<file path="config.mk">
export PLATFORM = sky130hd
export DESIGN_NAME = mse_loss_and_gradient
export DESIGN_NICKNAME = d
export VERILOG_FILES = /design/src/hdl/mse_pkg.sv /design/src/hdl/mse_fifo.sv /design/src/hdl/mse_front.sv /design/src/hdl/mse_back.sv /design/src/hdl/mse_loss_and_gradient.sv
export SDC_FILE = /design/constraint.sdc
export NUM_CORES = 1
export LEC_CHECK = 0
export ABC_AREA = 1
export BUFFER_PORTS_ARGS = -buffer_cell sky130_fd_sc_hd__buf_2
export CORE_ASPECT_RATIO = 1.75
export CORE_UTILIZATION = 35
export DETAILED_ROUTE_END_ITERATION = 12
export GPL_TIMING_DRIVEN = 0
export PLACE_DENSITY = 0.62
export SETUP_SLACK_MARGIN = 0.5
export SLEW_MARGIN = 20
export SYNTH_ARGS = -nofsm -noshare
export SYNTH_HDL_FRONTEND = slang
export SYNTH_HIERARCHICAL = 1
export SYNTH_SLANG_ARGS = --single-unit
</file>
<file path="constraint.sdc">
create_clock -name clk -period 6 [get_ports clk]
set_clock_uncertainty 0.05 [all_clocks]
set_input_delay 0 -clock clk [delete_from_list [all_inputs] [get_ports clk]]
set_output_delay 0 -clock clk [all_outputs]
set_load 0.02 [all_outputs]
</file>
<file path="src/hdl/mse_pkg.sv">
// Shared types and constants for the mean squared error loss and gradient block.
package mse_pkg;

    localparam int DATA_WIDTH   = 16;                 // Q8.8 input width
    localparam int MAX_ELEMENTS = 1024;               // longest vector
    localparam int COUNT_W      = 11;                 // element count / counter width
    localparam int MAG_W        = DATA_WIDTH;         // |actual - expected|
    localparam int GDIV_W       = MAG_W + 1;          // 2 * |diff|
    localparam int SQ_W         = 2 * MAG_W;          // squared difference
    localparam int SUM_W        = 42;                 // running square sum
    localparam int GRAD_W       = 18;                 // gradient output width
    localparam int LOSS_W       = 32;                 // loss output width
    localparam int STEP_W       = $clog2(SUM_W + 1);  // divider step counter
    localparam int FIFO_DEPTH   = 2;                  // front-to-back job queue
    localparam int IN_W         = 2 * DATA_WIDTH;     // input beat width
    localparam int OUT_W        = 56;                 // output beat width

    // One classified element handed from the front end to the divider.
    typedef struct packed {
        logic [GDIV_W-1:0]  grad_dividend;   // 2 * |diff|
        logic               grad_neg;        // diff below zero
        logic               last;            // element closes the vector
        logic [SUM_W-1:0]   sum;             // square sum including this element
        logic [COUNT_W-1:0] n;               // effective vector length
    } job_t;

endpackage

</file>
<file path="src/hdl/mse_fifo.sv">
// Small job queue between the front end and the divider back end.
module mse_fifo
(
    input  logic              clk,
    input  logic              rst_n,
    input  logic              push,
    input  mse_pkg::job_t     push_data,
    output logic              full,
    input  logic              pop,
    output mse_pkg::job_t     pop_data,
    output logic              empty
);

    localparam int PTR_W = (mse_pkg::FIFO_DEPTH > 1) ? $clog2(mse_pkg::FIFO_DEPTH) : 1;
    localparam int CNT_W = $clog2(mse_pkg::FIFO_DEPTH + 1);

    mse_pkg::job_t    mem [mse_pkg::FIFO_DEPTH];
    logic [PTR_W-1:0] wr_ptr_reg;
    logic [PTR_W-1:0] rd_ptr_reg;
    logic [CNT_W-1:0] count_reg;
    logic [CNT_W-1:0] count_next;

    assign full     = (count_reg == CNT_W'(mse_pkg::FIFO_DEPTH));
    assign empty    = (count_reg == '0);
    assign pop_data = mem[rd_ptr_reg];

    always_comb
    begin
        count_next = count_reg;
        if (push && !pop)
        begin
            count_next = count_reg + CNT_W'(1);
        end
        else if (pop && !push)
        begin
            count_next = count_reg - CNT_W'(1);
        end
    end

    always_ff @(posedge clk)
    begin
        if (push)
        begin
            mem[wr_ptr_reg] <= push_data;
        end
    end

    always_ff @(posedge clk or negedge rst_n)
    begin
        if (!rst_n)
        begin
            wr_ptr_reg <= '0;
            rd_ptr_reg <= '0;
            count_reg  <= '0;
        end
        else
        begin
            if (push)
            begin
                wr_ptr_reg <= (wr_ptr_reg == PTR_W'(mse_pkg::FIFO_DEPTH - 1)) ?
                              '0 : wr_ptr_reg + PTR_W'(1);
            end
            if (pop)
            begin
                rd_ptr_reg <= (rd_ptr_reg == PTR_W'(mse_pkg::FIFO_DEPTH - 1)) ?
                              '0 : rd_ptr_reg + PTR_W'(1);
            end
            count_reg <= count_next;
        end
    end

`ifndef SYNTHESIS
    // never written when full unless also read, never read when empty
    assert property (@(posedge clk) disable iff (!rst_n) !(push && full && !pop))
        else $error("job queue overflow");
    assert property (@(posedge clk) disable iff (!rst_n) !(pop && empty))
        else $error("job queue underflow");
`endif

endmodule

</file>
<file path="src/hdl/mse_front.sv">
// Front end: config register, difference, square accumulation and vector tracking.
module mse_front
(
    input  logic                         clk,
    input  logic                         rst_n,
    input  logic                         cfg_wr_en,
    input  logic [mse_pkg::COUNT_W-1:0]  cfg_wr_data,
    input  logic                         in_valid,
    output logic                         in_ready,
    input  logic [mse_pkg::IN_W-1:0]     in_data,
    output logic                         push,
    output mse_pkg::job_t                push_data,
    input  logic                         full
);

    localparam int CW = mse_pkg::COUNT_W;
    localparam int DW = mse_pkg::DATA_WIDTH;

    logic [CW-1:0]                  element_count_reg;
    logic [CW-1:0]                  n_eff;
    logic                           hold_reg;
    logic [mse_pkg::MAG_W-1:0]      mag_reg;
    logic                           neg_reg;
    logic [mse_pkg::SUM_W-1:0]      sum_reg;
    logic [mse_pkg::SUM_W-1:0]      sum_next;
    logic [CW-1:0]                  cnt_reg;
    logic [CW-1:0]                  cnt_inc;
    logic                           last;
    logic signed [DW:0]             diff;
    logic [DW:0]                    diff_neg;
    logic [mse_pkg::SQ_W-1:0]       square;

    // zero means one, anything above the maximum is clamped
    always_comb
    begin
        n_eff = element_count_reg;
        if (element_count_reg == '0)
        begin
            n_eff = CW'(1);
        end
        else if (element_count_reg > CW'(mse_pkg::MAX_ELEMENTS))
        begin
            n_eff = CW'(mse_pkg::MAX_ELEMENTS);
        end
    end

    assign diff     = $signed({in_data[2*DW-1], in_data[2*DW-1:DW]})
                    - $signed({in_data[DW-1], in_data[DW-1:0]});
    assign diff_neg = -diff;

    assign square   = mag_reg * mag_reg;
    assign sum_next = sum_reg + mse_pkg::SUM_W'(square);
    assign cnt_inc  = cnt_reg + CW'(1);
    assign last     = (cnt_inc >= n_eff);

    assign in_ready = !hold_reg;
    assign push     = hold_reg && !full;

    always_comb
    begin
        push_data.grad_dividend = {mag_reg, 1'b0};
        push_data.grad_neg      = neg_reg;
        push_data.last          = last;
        push_data.sum           = sum_next;
        push_data.n             = n_eff;
    end

    always_ff @(posedge clk)
    begin
        if (in_valid && in_ready)
        begin
            mag_reg <= diff[DW] ? diff_neg[DW-1:0] : diff[DW-1:0];
            neg_reg <= diff[DW];
        end
    end

    always_ff @(posedge clk or negedge rst_n)
    begin
        if (!rst_n)
        begin
            element_count_reg <= CW'(1);
            hold_reg          <= 1'b0;
            sum_reg           <= '0;
            cnt_reg           <= '0;
        end
        else
        begin
            if (cfg_wr_en)
            begin
                element_count_reg <= cfg_wr_data;
            end
            if (in_valid && in_ready)
            begin
                hold_reg <= 1'b1;
            end
            else if (push)
            begin
                hold_reg <= 1'b0;
            end
            if (push)
            begin
                sum_reg <= last ? '0 : sum_next;
                cnt_reg <= last ? '0 : cnt_inc;
            end
        end
    end

`ifndef SYNTHESIS
    // the vector always closes before the counter reaches the maximum length
    assert property (@(posedge clk) disable iff (!rst_n)
        cnt_reg < CW'(mse_pkg::MAX_ELEMENTS))
        else $error("element counter out of range");
`endif

endmodule

</file>
<file path="src/hdl/mse_back.sv">
// Back end: shared radix-2 divider for gradient and loss, output register.
module mse_back
(
    input  logic                          clk,
    input  logic                          rst_n,
    input  logic                          empty,
    input  mse_pkg::job_t                 pop_data,
    output logic                          pop,
    output logic                          out_valid,
    input  logic                          out_ready,
    output logic [mse_pkg::GRAD_W-1:0]    out_gradient,
    output logic [mse_pkg::LOSS_W-1:0]    out_loss,
    output logic                          out_last
);

    localparam int CW = mse_pkg::COUNT_W;
    localparam int SW = mse_pkg::SUM_W;
    localparam int GW = mse_pkg::GDIV_W;
    localparam int TW = mse_pkg::STEP_W;

    typedef enum logic [3:0] {
        B_IDLE = 4'b0001,
        B_GRAD = 4'b0010,
        B_LOSS = 4'b0100,
        B_DONE = 4'b1000
    } back_state_t;

    back_state_t             state_reg;
    back_state_t             state_next;
    logic [CW-1:0]           r_reg;
    logic [SW-1:0]           q_reg;
    logic [CW-1:0]           n_reg;
    logic [TW-1:0]           steps_reg;
    logic                    last_reg;
    logic                    neg_reg;
    logic [SW-1:0]           sum_reg;
    logic [GW-1:0]           grad_q_reg;
    logic [mse_pkg::LOSS_W-1:0] loss_q_reg;
    logic                    out_valid_reg;
    logic [mse_pkg::GRAD_W-1:0] out_gradient_reg;
    logic [mse_pkg::LOSS_W-1:0] out_loss_reg;
    logic                    out_last_reg;

    logic [CW:0]             rs;
    logic                    ge;
    logic [CW:0]             rs_sub;
    logic [CW-1:0]           r_step;
    logic [SW-1:0]           q_step;
    logic                    step_last;
    logic                    out_load;
    logic [mse_pkg::GRAD_W-1:0] grad_mag;

    // one quotient bit per cycle
    assign rs        = {r_reg, q_reg[SW-1]};
    assign ge        = (rs >= {1'b0, n_reg});
    assign rs_sub    = rs - {1'b0, n_reg};
    assign r_step    = ge ? rs_sub[CW-1:0] : rs[CW-1:0];
    assign q_step    = {q_reg[SW-2:0], ge};
    assign step_last = (steps_reg == TW'(1));

    assign pop      = (state_reg == B_IDLE) && !empty;
    assign out_load = (state_reg == B_DONE) && (!out_valid_reg || out_ready);
    assign grad_mag = {1'b0, grad_q_reg};

    always_comb
    begin
        state_next = state_reg;
        unique case (state_reg)
            B_IDLE:
            begin
                if (!empty)
                begin
                    state_next = B_GRAD;
                end
            end
            B_GRAD:
            begin
                if (step_last)
                begin
                    state_next = last_reg ? B_LOSS : B_DONE;
                end
            end
            B_LOSS:
            begin
                if (step_last)
                begin
                    state_next = B_DONE;
                end
            end
            B_DONE:
            begin
                if (out_load)
                begin
                    state_next = B_IDLE;
                end
            end
            default:
            begin
                state_next = B_IDLE;
            end
        endcase
    end

    // datapath registers
    always_ff @(posedge clk)
    begin
        if (pop)
        begin
            r_reg     <= '0;
            q_reg     <= {pop_data.grad_dividend, (SW - GW)'(0)};
            n_reg     <= pop_data.n;
            steps_reg <= TW'(GW);
            last_reg  <= pop_data.last;
            neg_reg   <= pop_data.grad_neg;
            sum_reg   <= pop_data.sum;
        end
        else if (state_reg == B_GRAD && step_last)
        begin
            grad_q_reg <= q_step[GW-1:0];
            r_reg      <= '0;
            q_reg      <= sum_reg;
            steps_reg  <= TW'(SW);
        end
        else if (state_reg == B_GRAD || state_reg == B_LOSS)
        begin
            r_reg     <= r_step;
            q_reg     <= q_step;
            steps_reg <= steps_reg - TW'(1);
            if (state_reg == B_LOSS && step_last)
            begin
                loss_q_reg <= q_step[mse_pkg::LOSS_W-1:0];
            end
        end
        if (out_load)
        begin
            out_gradient_reg <= neg_reg ? -grad_mag : grad_mag;
            out_loss_reg     <= last_reg ? loss_q_reg : '0;
            out_last_reg     <= last_reg;
        end
    end

    always_ff @(posedge clk or negedge rst_n)
    begin
        if (!rst_n)
        begin
            state_reg     <= B_IDLE;
            out_valid_reg <= 1'b0;
        end
        else
        begin
            state_reg <= state_next;
            if (out_load)
            begin
                out_valid_reg <= 1'b1;
            end
            else if (out_ready)
            begin
                out_valid_reg <= 1'b0;
            end
        end
    end

    assign out_valid    = out_valid_reg;
    assign out_gradient = out_gradient_reg;
    assign out_loss     = out_loss_reg;
    assign out_last     = out_last_reg;

`ifndef SYNTHESIS
    // partial remainder stays below the divisor while dividing
    assert property (@(posedge clk) disable iff (!rst_n)
        (state_reg == B_GRAD || state_reg == B_LOSS) |-> (r_reg < n_reg))
        else $error("divider remainder not below divisor");
    // step counter is live while dividing
    assert property (@(posedge clk) disable iff (!rst_n)
        (state_reg == B_GRAD || state_reg == B_LOSS) |-> (steps_reg != '0))
        else $error("divider step count exhausted");
    // loss field only carries a value on the closing beat
    assert property (@(posedge clk) disable iff (!rst_n)
        (out_valid_reg && !out_last_reg) |-> (out_loss_reg == '0))
        else $error("loss set on a non-closing beat");
`endif

endmodule

</file>
<file path="src/hdl/mse_loss_and_gradient.sv">
// Top level of the mean squared error loss and gradient block.
//
// Input channel s_axis_*: one beat per element, expected and actual value in
// signed Q8.8. Output channel m_axis_*: one beat per input beat, in order,
// carrying the gradient 2*(actual-expected)/n (Q8.8, truncated toward zero)
// and, on the beat that closes a vector (m_axis_tlast high), the mean squared
// error sum/n in Q16.16. On other beats the loss field is zero.
// cfg_wr_en/cfg_wr_data set the vector length n (0 acts as 1, values above
// 1024 act as 1024); write it only while the block is idle.
// Throughput: the front end holds each element until it is queued before
// taking the next; the back end's shared one-bit-per-cycle divider limits
// the rate (a load step, 17 gradient quotient bits and an output step per
// element, plus 42 loss quotient bits on the closing element). Each input
// beat passes the front-end register, the queue, the divider and output register.
// A two-entry queue decouples front and back; a stalled receiver holds the
// output register, then the queue fills and s_axis_tready drops.
// Reset clears the running sum, the element counter and all valid flags,
// and sets n to 1.
module mse_loss_and_gradient
(
    input  logic                         clk,
    input  logic                         rst_n,
    input  logic                         cfg_wr_en,
    input  logic [mse_pkg::COUNT_W-1:0]  cfg_wr_data,     // element_count
    input  logic                         s_axis_tvalid,
    output logic                         s_axis_tready,
    input  logic [mse_pkg::IN_W-1:0]     s_axis_tdata,    // expected_value, actual_value
    output logic                         m_axis_tvalid,
    input  logic                         m_axis_tready,
    output logic [mse_pkg::OUT_W-1:0]    m_axis_tdata,    // gradient, loss, zero pad
    output logic                         m_axis_tlast     // loss_valid
);

    mse_pkg::job_t                push_data;
    mse_pkg::job_t                pop_data;
    logic                         push;
    logic                         pop;
    logic                         full;
    logic                         empty;
    logic [mse_pkg::GRAD_W-1:0]   gradient;
    logic [mse_pkg::LOSS_W-1:0]   loss;

    // difference, square sum, vector position
    mse_front u_front
    (
        .clk         (clk),
        .rst_n       (rst_n),
        .cfg_wr_en   (cfg_wr_en),
        .cfg_wr_data (cfg_wr_data),
        .in_valid    (s_axis_tvalid),
        .in_ready    (s_axis_tready),
        .in_data     (s_axis_tdata),
        .push        (push),
        .push_data   (push_data),
        .full        (full)
    );

    mse_fifo u_fifo
    (
        .clk       (clk),
        .rst_n     (rst_n),
        .push      (push),
        .push_data (push_data),
        .full      (full),
        .pop       (pop),
        .pop_data  (pop_data),
        .empty     (empty)
    );

    // divider and output register
    mse_back u_back
    (
        .clk          (clk),
        .rst_n        (rst_n),
        .empty        (empty),
        .pop_data     (pop_data),
        .pop          (pop),
        .out_valid    (m_axis_tvalid),
        .out_ready    (m_axis_tready),
        .out_gradient (gradient),
        .out_loss     (loss),
        .out_last     (m_axis_tlast)
    );

    assign m_axis_tdata = {(mse_pkg::OUT_W - mse_pkg::LOSS_W - mse_pkg::GRAD_W)'(0),
                           loss, gradient};

endmodule

</file>
* Word-level counts from Yosys, hierarchy flattened
Memories as Yosys holds them, arrays and structs flattened. Cells that the tools add are included.
Storage, ports and cells: register bits 305, RAM bits 142, bits of input ports 48, output and inout bits 59, word-level logic and storage cells 109, memories 1
Operators by class: add/sub/neg operators 11, multipliers 1, $lt $le $gt $ge 3, eq/ne operators 10, muxes and demuxes 28, bitwise gates (word level) 2, reduce and logical (&&, ||, !) cells 27
Memory list:
- u_fifo.mem | words 2, bits a word 71, rd ports 1, clocked after memory_dff 0, write ports 1, line mse_fifo.sv:17 | mse_pkg::job_t mem [mse_pkg::FIFO_DEPTH];
Operator list (number):
- 2-to-1 mux 42 bit | 4
- 2-to-1 mux 11 bit | 4
- adder 42 x 32 -> 42 bit | 1
- multiplier 16 x 16 -> 32 bit | 1
- 2-to-1 mux 4 bit | 5
- negator 17 -> 18 bit | 1
- 2-to-1 mux 17 bit | 1
- subtractor 16 x 16 -> 17 bit | 1
- 2-to-1 mux 16 bit | 1
- negator 16 bit | 1
- one-hot mux 4 bit (4 select lines) | 1
- >= comparator 12 x 11 -> 1 bit | 1
- 2-to-1 mux 6 bit | 2
- adder 11 x 1 -> 11 bit, second input constant | 1
- >= comparator 11 bit | 1
- > comparator 11 bit, second input constant | 1
- zero test 11 bit | 1
- subtractor 11 bit | 1
- logical AND 1 bit | 8
- 2-to-1 mux 1 bit | 8
- AND reduction 4 bit | 2
- nonzero test 2 bit | 4
- equality test 6 x 1 -> 1 bit, second input constant | 1
- zero test 1 bit | 6
- other kinds (18) | 24

* Depth between registers and ports, before layout
depth after elaboration 7, mapped depth 28, mapped depth without buffers 27

* Hierarchy
The synthesis kept the hierarchy.
By module, submodules not included:
- mse_front | instances 1, cells an instance 1996, area an instance 14559.0 um2
- mse_back | instances 1, cells an instance 882, area an instance 9238.9 um2
- mse_fifo | instances 1, cells an instance 249, area an instance 5751.8 um2
- mse_loss_and_gradient | instances 1, cells an instance 7, area an instance 48.8 um2

* Worst setup path before layout
Ideal clock, no wire load.
path type register to register, from reg u_front/mag_reg[1] in the netlist's numbering, to mem u_fifo/mem[0][48] in the netlist's numbering (data pin), arrival 5.575 ns, data required time 5.692 ns, slack 0.118 ns, stages on the path, launching flop included 24, period minus slack after synthesis 5.882 ns, cells stage by stage edfxtp_1 > clkbuf_1 > clkbuf_1 > nand2_1 > fa_1 > inv_1 > fa_1 > fa_1 > fa_1 > fa_1 > inv_1 > fa_1 > inv_1 > ha_1 > nand2_1 > nor2_1 > nand2_1 > nor2_1 > nand2_1 > o211ai_1 > nor2_1 > nand2_1 > nand2_1 > and2_1
RTL lines:
- from (decl) | line mse_front.sv:22 | logic [mse_pkg::MAG_W-1:0] mag_reg;
- from (signal assigned) | line mse_front.sv:72 | mag_reg <= diff[DW] ? diff_neg[DW-1:0] : diff[DW-1:0];
- to (decl) | line mse_fifo.sv:17

==> impl_results.rst <==
.. list-table::
   :header-rows: 1

   * - Metric
     - Value
   * - Largest fanout on the critical path
     - 7
   * - CTS Buf Count
     - 41
   * - Worst hold-check path type
     - in2reg
   * - Hold slack final
     - 43.1 ps
   * - Cells traversed along the worst timing path
     - buf_8, clkbuf_16, buf_4, nand2_1, fa_1, inv_1, fa_1, ha_1, fa_1, fa_1, inv_1, fa_1, inv_1, ha_4, nand2_2, o21ai_0, nand2_4, nand2_4, nand2_2, nand2_4, nand2_4, nand3_2, nand2_2, and2_4
   * - Result of the run
     - complete, no violations
   * - Number of antenna violations at the first check in global routing
     - 0
   * - Via Count
     - 21852
   * - Hold Violations, Final
     - 0
   * - Max-cap violations
     - 0
   * - Cell type with the highest aggregate area in the netlist
     - edfxtp_1
   * - Mean cell area of the mapped netlist
     - around 9.4 um2
   * - Non-filler cells in the finished layout
     - 4565
   * - Average vias per placed instance
     - 4.79
   * - Standard-cell rows
     - 140
   * - Endpoints failing setup
     - 0
   * - Number of flops mapped to enable cells by yosys
     - 333
   * - Final routed DRC violation total
     - 0
   * - Transition time at the pin with the least slew margin
     - 970 ps
   * - Slowest stage cell, crit path
     - fa_1
   * - Worst setup EP type
     - flop
   * - Synth top area cells
     - edfxtp_1, fa_1, nand2_1
   * - Post-route fraction of the period consumed by the critical path
     - 99.8%
   * - IO Pins
     - 107
   * - Routed wire per std cell
     - between 15 and 20 um
   * - Wire length reported by the detailed router
     - 82000 um
   * - Vertical extent of the die
     - 387 um
   * - Total core area
     - 0.0836 mm2
   * - Number of H-tree levels
     - 2
   * - Final core occ
     - 44.8%
   * - Highest clock frequency the design can meet
     - roughly 170 MHz
   * - Arrival time at the worst endpoint
     - 6250 ps
   * - Post-synth ARST share
     - 16.5%
   * - Stage delay of the slowest cell on the critical path
     - 580 ps
   * - Number of nets in the finished design
     - just under 4000
   * - Portion of synthesized cell area occupied by the leading cell type
     - 33.8%
   * - Most Frequent Cell on Critical Path
     - fa_1
   * - Overall Global Routing Usage
     - between 10% and 20%
   * - Commonest cells after routing, fill and taps aside
     - inv_1, nand2_1, edfxtp_1, fa_1, nand3_1
   * - # clock sinks
     - 449
   * - Buffers & Inverters on Critical Path
     - 6
   * - Maximum root-to-sink buffer count
     - 3
   * - Number of synthesis warnings
     - 6
   * - Cell total after placement
     - 4312
   * - Synth unique cells
     - 56
   * - Number of violations reported at the end of detailed-routing iteration 0
     - 895
   * - Via count of the first global-routing pass
     - approximately 23000
   * - Fraction of layout instances using a drive strength above 1
     - 25.1%
   * - Worst-Skew Late Latency
     - 570 ps
   * - WP data required
     - 6260 ps
   * - Unrepaired setup endpoints after global routing
     - true
   * - Clock root buffer master
     - clkbuf_16
   * - Port buffer count
     - 100
   * - Cell area after synthesis
     - 0.0296 mm2
   * - Crit path kind
     - reg2reg
   * - Kind of cell adding the most delay to the critical path
     - adder cells
   * - Yosys reg bits
     - approximately 450
   * - Worst path setup slack after routing
     - roughly 14 ps
   * - Most frequent standard cell in the layout excluding fill and tap cells
     - inv_1
   * - First-pass GRT wire length
     - 122000 um
   * - Starting Density
     - a little over a third
   * - Max-slew violation count
     - 0
   * - DRT antenna net count
     - 0
   * - Die Area
     - 0.0858 mm2
   * - Detailed-routing iteration count for the pre-antenna-repair pass
     - 5
   * - Min Clock Period, post-route
     - 5990 ps
   * - Worst slack after detailed placement
     - -922 ps
   * - CTS tree
     - done
   * - Max transition margin
     - 35.3%
   * - Horizontal extent of the die
     - 222 um
   * - Largest net degree at the start of global routing
     - between 60 and 70
   * - Most instantiated flip-flop cell in the synthesis netlist
     - edfxtp_1
   * - Global route total overflow
     - 0
   * - Critical Path Start Type
     - flop
   * - DP Wirelength
     - about 62000 um
   * - Syn Inst Count
     - ~3100
   * - Reg clk slew, reported paths
     - 70 ps
   * - Post-synthesis to final-layout area growth
     - 26.6%
   * - Max reg flops
     - 144
   * - Top reg by flops
     - u_fifo/mem
   * - Fraction of the yosys area taken by sequential cells
     - 42.9%
   * - Diode count
     - 0
   * - Global placer's final weighted congestion
     - 0.958
metal layers:
layer	GRT usage, %	share of wire, %	vias up
met1	16.7	32	10620
li1	-	-	10479
met4	13.5	8.5	0
met2	37.6	57	488
met5	0	0	-
met3	1.67	2.8	265
synth_stat cells (6+ instances only):
library cell,n
a21oi_1,72
a22o_1,10
and2_1,21
buf_12,7
buf_2,13
buf_4,11
clkbuf_1,52
dfrtp_1,72
dfxtp_1,42
edfxtp_1,333
fa_1,194
ha_1,154
inv_1,693
mux2_4,69
nand2_1,741
nand2_2,8
nand3_1,173
nand3b_1,7
nand4_1,36
nor2_1,182
nor3_1,15
nor4_1,6
o211ai_1,25
o21ai_0,67
o22ai_1,8
xnor2_1,10
xor2_1,55
final cells by class:
class,instances,area (um2)
fill,7655,46100
clock buffer,53,1140
tap,1065,1330
buffer,89,990
multi-input combinational,1901,16000
clock inverter,23,277
timing repair buffer,285,2380
sequential,449,12700
inverter,700,2640
per-stage QoR:
step,setup TNS [ps],cell area [um2]
floorplan,0,29800
global placement,-125830,31700
detailed placement,-58620,31900
CTS,0,35700
global route,-920,37500
finish,0,37500
timing repair:
item,CTS,global route
pin swaps,110,123
hold buffers,21,0
setup buffers,87,68
hold endpoints to repair,107,0
resized for setup,366,276
cloned,0,1
setup endpoints to repair,103,100
final timing paths:
path	cells after the start	from	slack [ps]	to
max	24	u_front/mag_reg[3]	10	u_fifo/mem[1][49]
min	5	s_axis_tdata[1]	40	u_front/mag_reg[1]
max reg2reg	24	u_front/mag_reg[3]	10	u_fifo/mem[1][49]
min reg2reg	0	u_back/last_reg	380	u_back/out_last
max in group asynchronous	4	rst_n	5110	u_back/state_reg[0]
min in group asynchronous	3	rst_n	490	u_front/element_count_reg[0]
tightest hold or removal path, stage by stage:
cell and delay [ps]:
buf_2 90, inv_1 90, fa_1 170, inv_1 70, o21ai_1 130
kinds of logic after synthesis:
| group | synth area share, % |
|---|---|
| AND/OR/NAND/NOR | 17.2 |
| flip-flops | 42.9 |
| multiplexers | 3.61 |
| buffers and inverters | 10.7 |
| adder cells (fa/ha/maj) | 19.6 |
| XOR/XNOR | 1.98 |
| other | 0.0254 |
| AO/OA/AOI/OAI | 3.98 |
Power is not shown: default switching activity piles up to over one toggle a cycle in this logic, so the estimate is an artifact.
